--- config.mk ---
export PLATFORM = sky130hd
export DESIGN_NAME = can_id_last_value_table
export DESIGN_NICKNAME = d
export VERILOG_FILES = /design/src/rtl/core/clvt_pkg.sv /design/src/rtl/core/clvt_ram.sv /design/src/rtl/core/clvt_ctrl.sv /design/src/rtl/core/can_id_last_value_table.sv
export SDC_FILE = /design/constraint.sdc
export NUM_CORES = 2
export LEC_CHECK = 0
export BUFFER_PORTS_ARGS = -buffer_cell sky130_fd_sc_hd__buf_2
export CORE_UTILIZATION = 50
export DETAILED_ROUTE_END_ITERATION = 10
export PLACE_DENSITY = 0.77
export RECOVER_POWER = 50
export SLEW_MARGIN = 5
export SYNTH_ARGS = -nofsm -noshare
export SYNTH_HDL_FRONTEND = slang
export SYNTH_MEMORY_MAX_BITS = 65536
export SYNTH_SLANG_ARGS = --single-unit
--- constraint.sdc ---
create_clock -name clk -period 6.1 [get_ports clk]
set_input_delay 0.915 -clock clk [delete_from_list [all_inputs] [get_ports clk]]
set_output_delay 0.915 -clock clk [all_outputs]
set_load 0.1 [all_outputs]
--- src/rtl/core/clvt_pkg.sv ---
`timescale 1ns / 1ps
package clvt_pkg;

	localparam int TABLE_DEPTH_DEF = 64;
	localparam int ID_W            = 11;
	localparam int PAYLOAD_W       = 64;
	localparam int SLOT_W          = 6;

	localparam logic KIND_STORE = 1'b0;
	localparam logic KIND_READ  = 1'b1;

	typedef struct packed {
		logic [SLOT_W-1:0]    slot_index;
		logic                 hit;
		logic                 dropped_full;
		logic                 entry_valid;
		logic [ID_W-1:0]      entry_id;
		logic [PAYLOAD_W-1:0] entry_payload;
	} res_t;

endpackage

--- src/rtl/core/clvt_ram.sv ---
`timescale 1ns / 1ps
module clvt_ram #(
	parameter int WIDTH = 8,
	parameter int DEPTH = 64,
	localparam int AW = (DEPTH > 1) ? $clog2(DEPTH) : 1
) (
	input  logic             clk,
	input  logic             we,
	input  logic [AW-1:0]    waddr,
	input  logic [WIDTH-1:0] wdata,
	input  logic             re,
	input  logic [AW-1:0]    raddr,
	output logic [WIDTH-1:0] rdata
);

	logic [WIDTH-1:0] mem [DEPTH];
	logic [WIDTH-1:0] rdata_q;

	always_ff @(posedge clk) begin
		if (we) begin
			mem[waddr] <= wdata;
		end
		if (re) begin
			rdata_q <= mem[raddr];
		end
	end

	assign rdata = rdata_q;

endmodule

--- src/rtl/core/clvt_ctrl.sv ---
`timescale 1ns / 1ps
module clvt_ctrl #(
	parameter int TABLE_DEPTH = clvt_pkg::TABLE_DEPTH_DEF,
	localparam int IDX_W = (TABLE_DEPTH > 1) ? $clog2(TABLE_DEPTH) : 1
) (
	input  logic                           clk,
	input  logic                           arst_n,
	input  logic                           start,
	input  logic                           kind,
	input  logic [clvt_pkg::ID_W-1:0]      can_id,
	input  logic [clvt_pkg::PAYLOAD_W-1:0] payload,
	input  logic [clvt_pkg::SLOT_W-1:0]    read_slot,
	output logic                           busy,
	output logic                           done,
	output clvt_pkg::res_t                 res,
	// identifier memory
	output logic                           id_we,
	output logic [IDX_W-1:0]               id_waddr,
	output logic [clvt_pkg::ID_W-1:0]      id_wdata,
	output logic                           id_re,
	output logic [IDX_W-1:0]               id_raddr,
	input  logic [clvt_pkg::ID_W-1:0]      id_rdata,
	// payload memory
	output logic                           pl_we,
	output logic [IDX_W-1:0]               pl_waddr,
	output logic [clvt_pkg::PAYLOAD_W-1:0] pl_wdata,
	output logic                           pl_re,
	output logic [IDX_W-1:0]               pl_raddr,
	input  logic [clvt_pkg::PAYLOAD_W-1:0] pl_rdata
);

	import clvt_pkg::*;

	localparam int CNT_W = $clog2(TABLE_DEPTH + 1);
	localparam int CMP_W = (CNT_W > SLOT_W) ? CNT_W : SLOT_W;

	typedef enum logic [1:0] {
		ST_IDLE,
		ST_SCAN,
		ST_RD,
		ST_RD_OUT
	} state_t;

	state_t               state_q;
	logic [ID_W-1:0]      id_q;
	logic [PAYLOAD_W-1:0] data_q;
	logic [SLOT_W-1:0]    rslot_q;
	logic [CNT_W-1:0]     fill_q;
	logic [CNT_W-1:0]     addr_q;
	logic                 cmp_vld_q;
	logic [IDX_W-1:0]     cmp_idx_q;
	logic                 done_q;
	res_t                 res_q;

	logic             match;
	logic             more;
	logic             full;
	logic             rd_ok;
	logic [CMP_W-1:0] rs_ext;
	logic [CMP_W-1:0] fill_ext;
	logic [CMP_W-1:0] cmp_idx_ext;

	// The single identifier comparator checks the slot read in the previous cycle.
	assign match       = cmp_vld_q && (id_rdata == id_q);
	assign more        = (addr_q < fill_q);
	assign full        = (fill_q == CNT_W'(TABLE_DEPTH));
	assign rs_ext      = CMP_W'(rslot_q);
	assign fill_ext    = CMP_W'(fill_q);
	assign cmp_idx_ext = CMP_W'(cmp_idx_q);
	// Slots below the fill count are exactly the occupied ones.
	assign rd_ok       = (rs_ext < fill_ext);

	always_comb begin
		id_re    = 1'b0;
		id_raddr = addr_q[IDX_W-1:0];
		if (state_q == ST_SCAN && !match && more) begin
			id_re = 1'b1;
		end else if (state_q == ST_RD) begin
			id_re    = 1'b1;
			id_raddr = rs_ext[IDX_W-1:0];
		end
	end

	assign pl_re    = (state_q == ST_RD);
	assign pl_raddr = rs_ext[IDX_W-1:0];

	assign id_we    = (state_q == ST_SCAN) && !match && !more && !full;
	assign id_waddr = fill_q[IDX_W-1:0];
	assign id_wdata = id_q;

	assign pl_we    = (state_q == ST_SCAN) && (match || (!more && !full));
	assign pl_waddr = match ? cmp_idx_q : fill_q[IDX_W-1:0];
	assign pl_wdata = data_q;

	always_ff @(posedge clk or negedge arst_n) begin
		if (!arst_n) begin
			state_q   <= ST_IDLE;
			id_q      <= '0;
			data_q    <= '0;
			rslot_q   <= '0;
			fill_q    <= '0;
			addr_q    <= '0;
			cmp_vld_q <= 1'b0;
			cmp_idx_q <= '0;
			done_q    <= 1'b0;
			res_q     <= '0;
		end else begin
			case (state_q)
				ST_IDLE: begin
					done_q <= 1'b0;
					if (start) begin
						id_q      <= can_id;
						data_q    <= payload;
						rslot_q   <= read_slot;
						addr_q    <= '0;
						cmp_vld_q <= 1'b0;
						state_q   <= (kind == KIND_READ) ? ST_RD : ST_SCAN;
					end
				end
				ST_SCAN: begin
					if (match) begin
						res_q   <= '{slot_index: cmp_idx_ext[SLOT_W-1:0], hit: 1'b1,
							dropped_full: 1'b0, entry_valid: 1'b0, entry_id: '0,
							entry_payload: '0};
						done_q  <= 1'b1;
						state_q <= ST_IDLE;
					end else if (more) begin
						done_q    <= 1'b0;
						cmp_idx_q <= addr_q[IDX_W-1:0];
						cmp_vld_q <= 1'b1;
						addr_q    <= addr_q + CNT_W'(1);
					end else begin
						if (full) begin
							res_q <= '{slot_index: '0, hit: 1'b0, dropped_full: 1'b1,
								entry_valid: 1'b0, entry_id: '0, entry_payload: '0};
						end else begin
							res_q  <= '{slot_index: fill_ext[SLOT_W-1:0], hit: 1'b0,
								dropped_full: 1'b0, entry_valid: 1'b0, entry_id: '0,
								entry_payload: '0};
							fill_q <= fill_q + CNT_W'(1);
						end
						done_q  <= 1'b1;
						state_q <= ST_IDLE;
					end
				end
				ST_RD: begin
					done_q  <= 1'b0;
					state_q <= ST_RD_OUT;
				end
				ST_RD_OUT: begin
					res_q   <= '{slot_index: rslot_q, hit: 1'b0, dropped_full: 1'b0,
						entry_valid: rd_ok, entry_id: rd_ok ? id_rdata : '0,
						entry_payload: rd_ok ? pl_rdata : '0};
					done_q  <= 1'b1;
					state_q <= ST_IDLE;
				end
				default: begin
					done_q  <= 1'b0;
					state_q <= ST_IDLE;
				end
			endcase
		end
	end

	assign busy = (state_q != ST_IDLE);
	assign done = done_q;
	assign res  = res_q;

endmodule

--- src/rtl/core/can_id_last_value_table.sv ---
`timescale 1ns / 1ps
// Last-value table for standard CAN identifiers. Pulse start while busy is low to hand in
// one item: kind 0 stores can_id/payload, kind 1 reads back slot read_slot. Exactly one
// result follows, shown for a single cycle with done high; the receiver cannot stall it
// and must take it in that cycle. A store walks the occupied slots one per cycle through
// the read port of the identifier memory and stops early on a match. A read passes through
// the ST_RD and ST_RD_OUT states before its result is shown.
// busy drops in the cycle that done is shown, so the next item may be started then.
// New identifiers fill slots in order from slot 0; when every slot is taken, a new
// identifier is dropped and dropped_full is reported. No clearing pass follows reset.
module can_id_last_value_table #(
	parameter int TABLE_DEPTH = clvt_pkg::TABLE_DEPTH_DEF
) (
	input  logic                           clk,
	input  logic                           arst_n,
	input  logic                           start,
	output logic                           busy,
	input  logic                           kind,
	input  logic [clvt_pkg::ID_W-1:0]      can_id,
	input  logic [clvt_pkg::PAYLOAD_W-1:0] payload,
	input  logic [clvt_pkg::SLOT_W-1:0]    read_slot,
	output logic                           done,
	output logic [clvt_pkg::SLOT_W-1:0]    slot_index,
	output logic                           hit,
	output logic                           dropped_full,
	output logic                           entry_valid,
	output logic [clvt_pkg::ID_W-1:0]      entry_id,
	output logic [clvt_pkg::PAYLOAD_W-1:0] entry_payload
);

	import clvt_pkg::*;

	localparam int IDX_W = (TABLE_DEPTH > 1) ? $clog2(TABLE_DEPTH) : 1;

	res_t                 res;
	logic                 id_we;
	logic [IDX_W-1:0]     id_waddr;
	logic [ID_W-1:0]      id_wdata;
	logic                 id_re;
	logic [IDX_W-1:0]     id_raddr;
	logic [ID_W-1:0]      id_rdata;
	logic                 pl_we;
	logic [IDX_W-1:0]     pl_waddr;
	logic [PAYLOAD_W-1:0] pl_wdata;
	logic                 pl_re;
	logic [IDX_W-1:0]     pl_raddr;
	logic [PAYLOAD_W-1:0] pl_rdata;

	clvt_ctrl #(
		.TABLE_DEPTH(TABLE_DEPTH)
	) u_ctrl (
		.clk      (clk),
		.arst_n   (arst_n),
		.start    (start),
		.kind     (kind),
		.can_id   (can_id),
		.payload  (payload),
		.read_slot(read_slot),
		.busy     (busy),
		.done     (done),
		.res      (res),
		.id_we    (id_we),
		.id_waddr (id_waddr),
		.id_wdata (id_wdata),
		.id_re    (id_re),
		.id_raddr (id_raddr),
		.id_rdata (id_rdata),
		.pl_we    (pl_we),
		.pl_waddr (pl_waddr),
		.pl_wdata (pl_wdata),
		.pl_re    (pl_re),
		.pl_raddr (pl_raddr),
		.pl_rdata (pl_rdata)
	);

	clvt_ram #(
		.WIDTH(ID_W),
		.DEPTH(TABLE_DEPTH)
	) u_id_ram (
		.clk  (clk),
		.we   (id_we),
		.waddr(id_waddr),
		.wdata(id_wdata),
		.re   (id_re),
		.raddr(id_raddr),
		.rdata(id_rdata)
	);

	clvt_ram #(
		.WIDTH(PAYLOAD_W),
		.DEPTH(TABLE_DEPTH)
	) u_pl_ram (
		.clk  (clk),
		.we   (pl_we),
		.waddr(pl_waddr),
		.wdata(pl_wdata),
		.re   (pl_re),
		.raddr(pl_raddr),
		.rdata(pl_rdata)
	);

	assign slot_index    = res.slot_index;
	assign hit           = res.hit;
	assign dropped_full  = res.dropped_full;
	assign entry_valid   = res.entry_valid;
	assign entry_id      = res.entry_id;
	assign entry_payload = res.entry_payload;

endmodule

==> summary.md <==
| Metric | Value |
|---|---|
| Wire length per cell | 37.63 um |
| Pre-CTS setup slack | 1.030 ns |
| Top cell type's share of synthesized area | 75.27% |
| CTS buffer count | 466 |
| Overflow after GRT | 0 |
| Post-Layout Cell Count | 14700 |
| Die width | between 600 and 700 um |
| Die ar. | 391500 um2 |
| RR Startpoint | u_ctrl.fill_ext[2]$_DFFE_PN0P_ |
| Count of TritonRoute iterations in the first routing pass | 8 |
| Final TNS setup | 0 ns |
| Share of power burned in combinational logic | between 30% and 40% |
| MaxCap Viol Count | 83 |
| Chip height | approximately 630 um |
| Failing checks | max-capacitance violations, max-slew violations |
| Max Buffers Root-to-Sink | 4 |
| Power Density | around 500 nW/um2 |
| IO Port Bufs | 170 |
| Crit path max fanout | 33 |
| Post-Syn Instances | 8641 |
| Clock sink count | 5064 |
| DR vias | 100200 |
| Hold WC Path Type | in -> reg |
| Gpl congestion | 0.9099 |
| Max Used Layer | met5 |
| Worst setup path class | reg -> reg |
| CP endpoint kind | register |
| CTS tree | done |
| Reg2reg end | u_pl_ram.mem[10][35]$_DFFE_PP_ |
| Critical path buffers and inverters | 2 |
| Starting DRC count in detailed routing | between 15000 and 20000 |
| Fmax | 188.5 MHz |
| Synth-to-layout area growth | 12.36% |
| Fin nets | 9213 |
| Pin count of the biggest net entering global routing | 122 |
| Top cells by area, synth | edfxtp_1 (75%), mux4_2 (16%), dfrtp_1 (2.4%) |
| Final WS setup | slightly below 0.8 ns |
| Area of the core | 386500 um2 |
| Via/cell ratio | 6.817 |
| Slowest CP cell | nor2_4 |
| Req. time, crit path | 6.68 ns |
| Slew margin rel. | -169.6% |
| CP Cell Sequence | inv_1 > ha_1 > nand2_1 > o21ai_1 > a41oi_2 > nor4_1 > a21oi_1 > nor2_4 > buf_4 |
| Hold path depth | 3 |
| Synthesized area per cell | 22.51 um2 |
| Seq/Total Area, Yosys | 77.70% |
| DRC | 0 |
| Crit path arrival time | 5.88 ns |
| Met2 Wirelength | 267.5 mm |
| Clk_lat worst skew | about 1.1 ns |
| Synth warn | 0 |
| Clock share of power | 27.5% |
| NetSw | 36840 uW |
| Top Family by Delay on Critical Path | simple AND/OR/NAND/NOR gates |
| Synthesized Nets | 8740 |
| Worst-path clk slew | 0.07 ns |
| Worst r2r path cells | 9 |
| Mapped cell area | 194500 um2 |
| Clock H-tree levels | 5 |
| Outcome | finished, violations left |
| # setup viols final | 0 |
| First-pass GRT wire length | between 700 and 800 mm |
| Tmin final | ~5.3 ns |
| Leakage | 0.06900 uW |
| Cell Area, Placed | 203100 um2 |
| Top_reg_cell synth | edfxtp_1 |
| Placement Rows | 228 |
| Hold EP | u_ctrl.pl_wdata[8]$_DFFE_PN0P_ |
| All-layer global routing usage | 28.04% |
| Finished Cell Area | 218500 um2 |
| Int Power | 73340 uW |
| Hold path start | payload[8] |
| Routed WL | 553.1 mm |
| Max Clock Skew | approximately 0.11 ns |
| Reg power frac | between 40% and 50% |
| Worst path max stage delay | 1.10 ns |
| Largest area contributor in the netlist | edfxtp_1 |
| Metal1 wirelength | 180.7 mm |
| Hold Fails Final Rpt | 0 |
| # IOs | 171 |
| Final period util | 86.98% |
| Yosys reg bits | 5064 |
| Vias in the first global route | between 100k and 150k |
| Switching share of total power | 33.44% |
| Antenna Nets Post-Route | 0 |
| Synth unique cells | 70 |
| Worst Tran Pin Value | 4.044 ns |
| Post-CTS sizing | 0 |
| Detailed Place HPWL | roughly 290 mm |
| Starting Density | 50.31% |
| Peak VDD IR | about 0.00088 V |
| RSZ-0062 raised after global routing | false |
| Number of flops mapped to enable cells by yosys | 4875 |
| Layout cells sized above 1 | 26.58% |
| Fin. max-slew vios | between 4000 and 5000 |
| Placed insts | 13820 |
| Clock Tree Root | clkbuf_16 |
| Antenna violations before repair | 36 |
| Element type at the critical path start | register |
| Routed met3 length | 71.64 mm |
| FFs w/ async S/R, synth | 3.732% |
| R2r setup slk | 0.79 ns |
-- worst max-delay path by stage --
stage                                   start                              to  slack (ns)  depth (start not counted)
2_1_floorplan  u_ctrl.id_wdata[8]$_DFFE_PN0P_   u_pl_ram.mem[18][0]$_DFFE_PP_        0.30                          8
3_3_place_gp   u_ctrl.fill_ext[2]$_DFFE_PN0P_  u_pl_ram.mem[10][35]$_DFFE_PP_        1.01                          9
3_5_place_dp   u_ctrl.fill_ext[2]$_DFFE_PN0P_  u_pl_ram.mem[10][37]$_DFFE_PP_        1.03                          9
4_1_cts        u_ctrl.fill_ext[2]$_DFFE_PN0P_  u_pl_ram.mem[10][35]$_DFFE_PP_        0.98                          9
5_1_grt                                arst_n      u_ctrl.res[45]$_DFFE_PN0P_        0.61                          3
6_report       u_ctrl.fill_ext[2]$_DFFE_PN0P_  u_pl_ram.mem[10][35]$_DFFE_PP_        0.79                          9
-- layer usage --
layer | track usage, % | vias to the layer above
li1 | - | 37450
met2 | 45.40 | 8896
met1 | 35.22 | 52170
met3 | 7.493 | 1642
met5 | 0 | -
met4 | 13.83 | 28
-- placed cells by master (no fill, tap or decap), drive strengths merged, types with 3 or more instances in the layout --
| cell type | instances |
|---|---|
| or3 | 4 |
| a211o | 3 |
| diode | 12 |
| ha | 14 |
| nand2b | 5 |
| a222oi | 11 |
| bufinv | 64 |
| o32ai | 23 |
| a21o | 6 |
| nor4 | 43 |
| and3 | 7 |
| a31oi | 38 |
| mux2 | 9 |
| a211oi | 134 |
| clkinvlp | 22 |
| nand4 | 23 |
| a21oi | 46 |
| o211ai | 3 |
| edfxtp | 4875 |
| a31o | 3 |
| nor2 | 214 |
| inv | 101 |
| a22o | 76 |
| nand3 | 21 |
| and2 | 10 |
| clkbuf | 722 |
| a22oi | 139 |
| xnor2 | 17 |
| nor2b | 78 |
| nor3 | 46 |
| mux2i | 180 |
| dfrtp | 189 |
| clkinv | 207 |
| o21ai | 17 |
| a2111oi | 22 |
| mux4 | 1359 |
| nand2 | 428 |
| buf | 329 |
-- sequential cells by signal, indices dropped and copies added (netlist names) --
| register | flops |
|---|---|
| u_ctrl.pl_wdata | 64 |
| u_pl_ram.mem | 4096 |
| u_pl_ram.rdata | 64 |
| u_id_ram.mem | 704 |
| u_ctrl.cmp_idx_q | 6 |
| u_ctrl.pl_raddr | 6 |
| u_ctrl.addr_q | 7 |
| u_ctrl.done | 1 |
| u_id_ram.rdata | 11 |
| u_ctrl.id_wdata | 11 |
| u_ctrl.state_q | 2 |
| u_ctrl.fill_ext | 7 |
| u_ctrl.cmp_vld_q | 1 |
| u_ctrl.res | 84 |
-- tightest hold or removal path, stage by stage --
cell	delay (ns)
buf_2	0.08
nand2_1	0.04
nand2_1	0.04
-- layout make-up --
| cell class | instances | area (um2) |
|---|---|---|
| diodes | 12 | 30.03 |
| clock buffers | 559 | 12280 |
| clock inverters | 305 | 3472 |
| fillers | 26270 | 168000 |
| inverters | 89 | 339.1 |
| multi-input cells | 3000 | 41390 |
| flip-flops and latches | 5064 | 151200 |
| well taps | 5175 | 6475 |
| repair buffers | 493 | 3386 |
-- synth_stat cells, types with 76 or more instances --
cell / count
nor2b_1: 78
dfrtp_1: 189
a22o_1: 76
clkbuf_1: 251
edfxtp_1: 4875
mux4_2: 1359
a22oi_1: 139
nand2_1: 428
a211oi_1: 126
mux2i_1: 180
inv_1: 85
buf_2: 145
nor2_1: 214
-- power by group through the flow --
stage,registers (uW),clock network [uW],logic (uW)
final,46500,30300,33300
after global routing,46600,31600,34200
after CTS,45700,30500,33100
after detailed placement,46400,0,32300
after global placement,46300,0,31600
after floorplan,49000,0,17300
-- cell families (layout without fill, tap and decap cells) --
| kind of cell | count (synthesis) | in the layout | synth area share (%) |
|---|---|---|---|
| buffers and inverters | 577 | 1446 | 1.303 |
| adders and majority gates | 14 | 14 | 0.09007 |
| and+or+nand+nor | 888 | 888 | 2.012 |
| xor gates and xnor gates | 17 | 17 | 0.07655 |
| other | 0 | 12 | 0 |
| DFF | 5064 | 5064 | 77.70 |
| muxes | 1548 | 1548 | 16.72 |
| AOI/OAI and AO/OA | 533 | 533 | 2.098 |
-- repair_timing --
item                                   CTS  global route
endpoints found under the hold margin   48             0
hold buffers                             1             0
setup buffers                            0             0
-- per-stage QoR --
stage	hold slack [ns]	total power, uW	utilization (%)
4_1_cts	0.0009115	109300	56.62
5_1_grt	0.06526	112400	56.53
3_3_place_gp	0.4511	77860	52.54
3_5_place_dp	0.4496	78690	52.54
2_1_floorplan	0.4426	66330	-
6_report	0.05907	110200	56.53
Note: power is estimated with default switching activity, not from simulation.
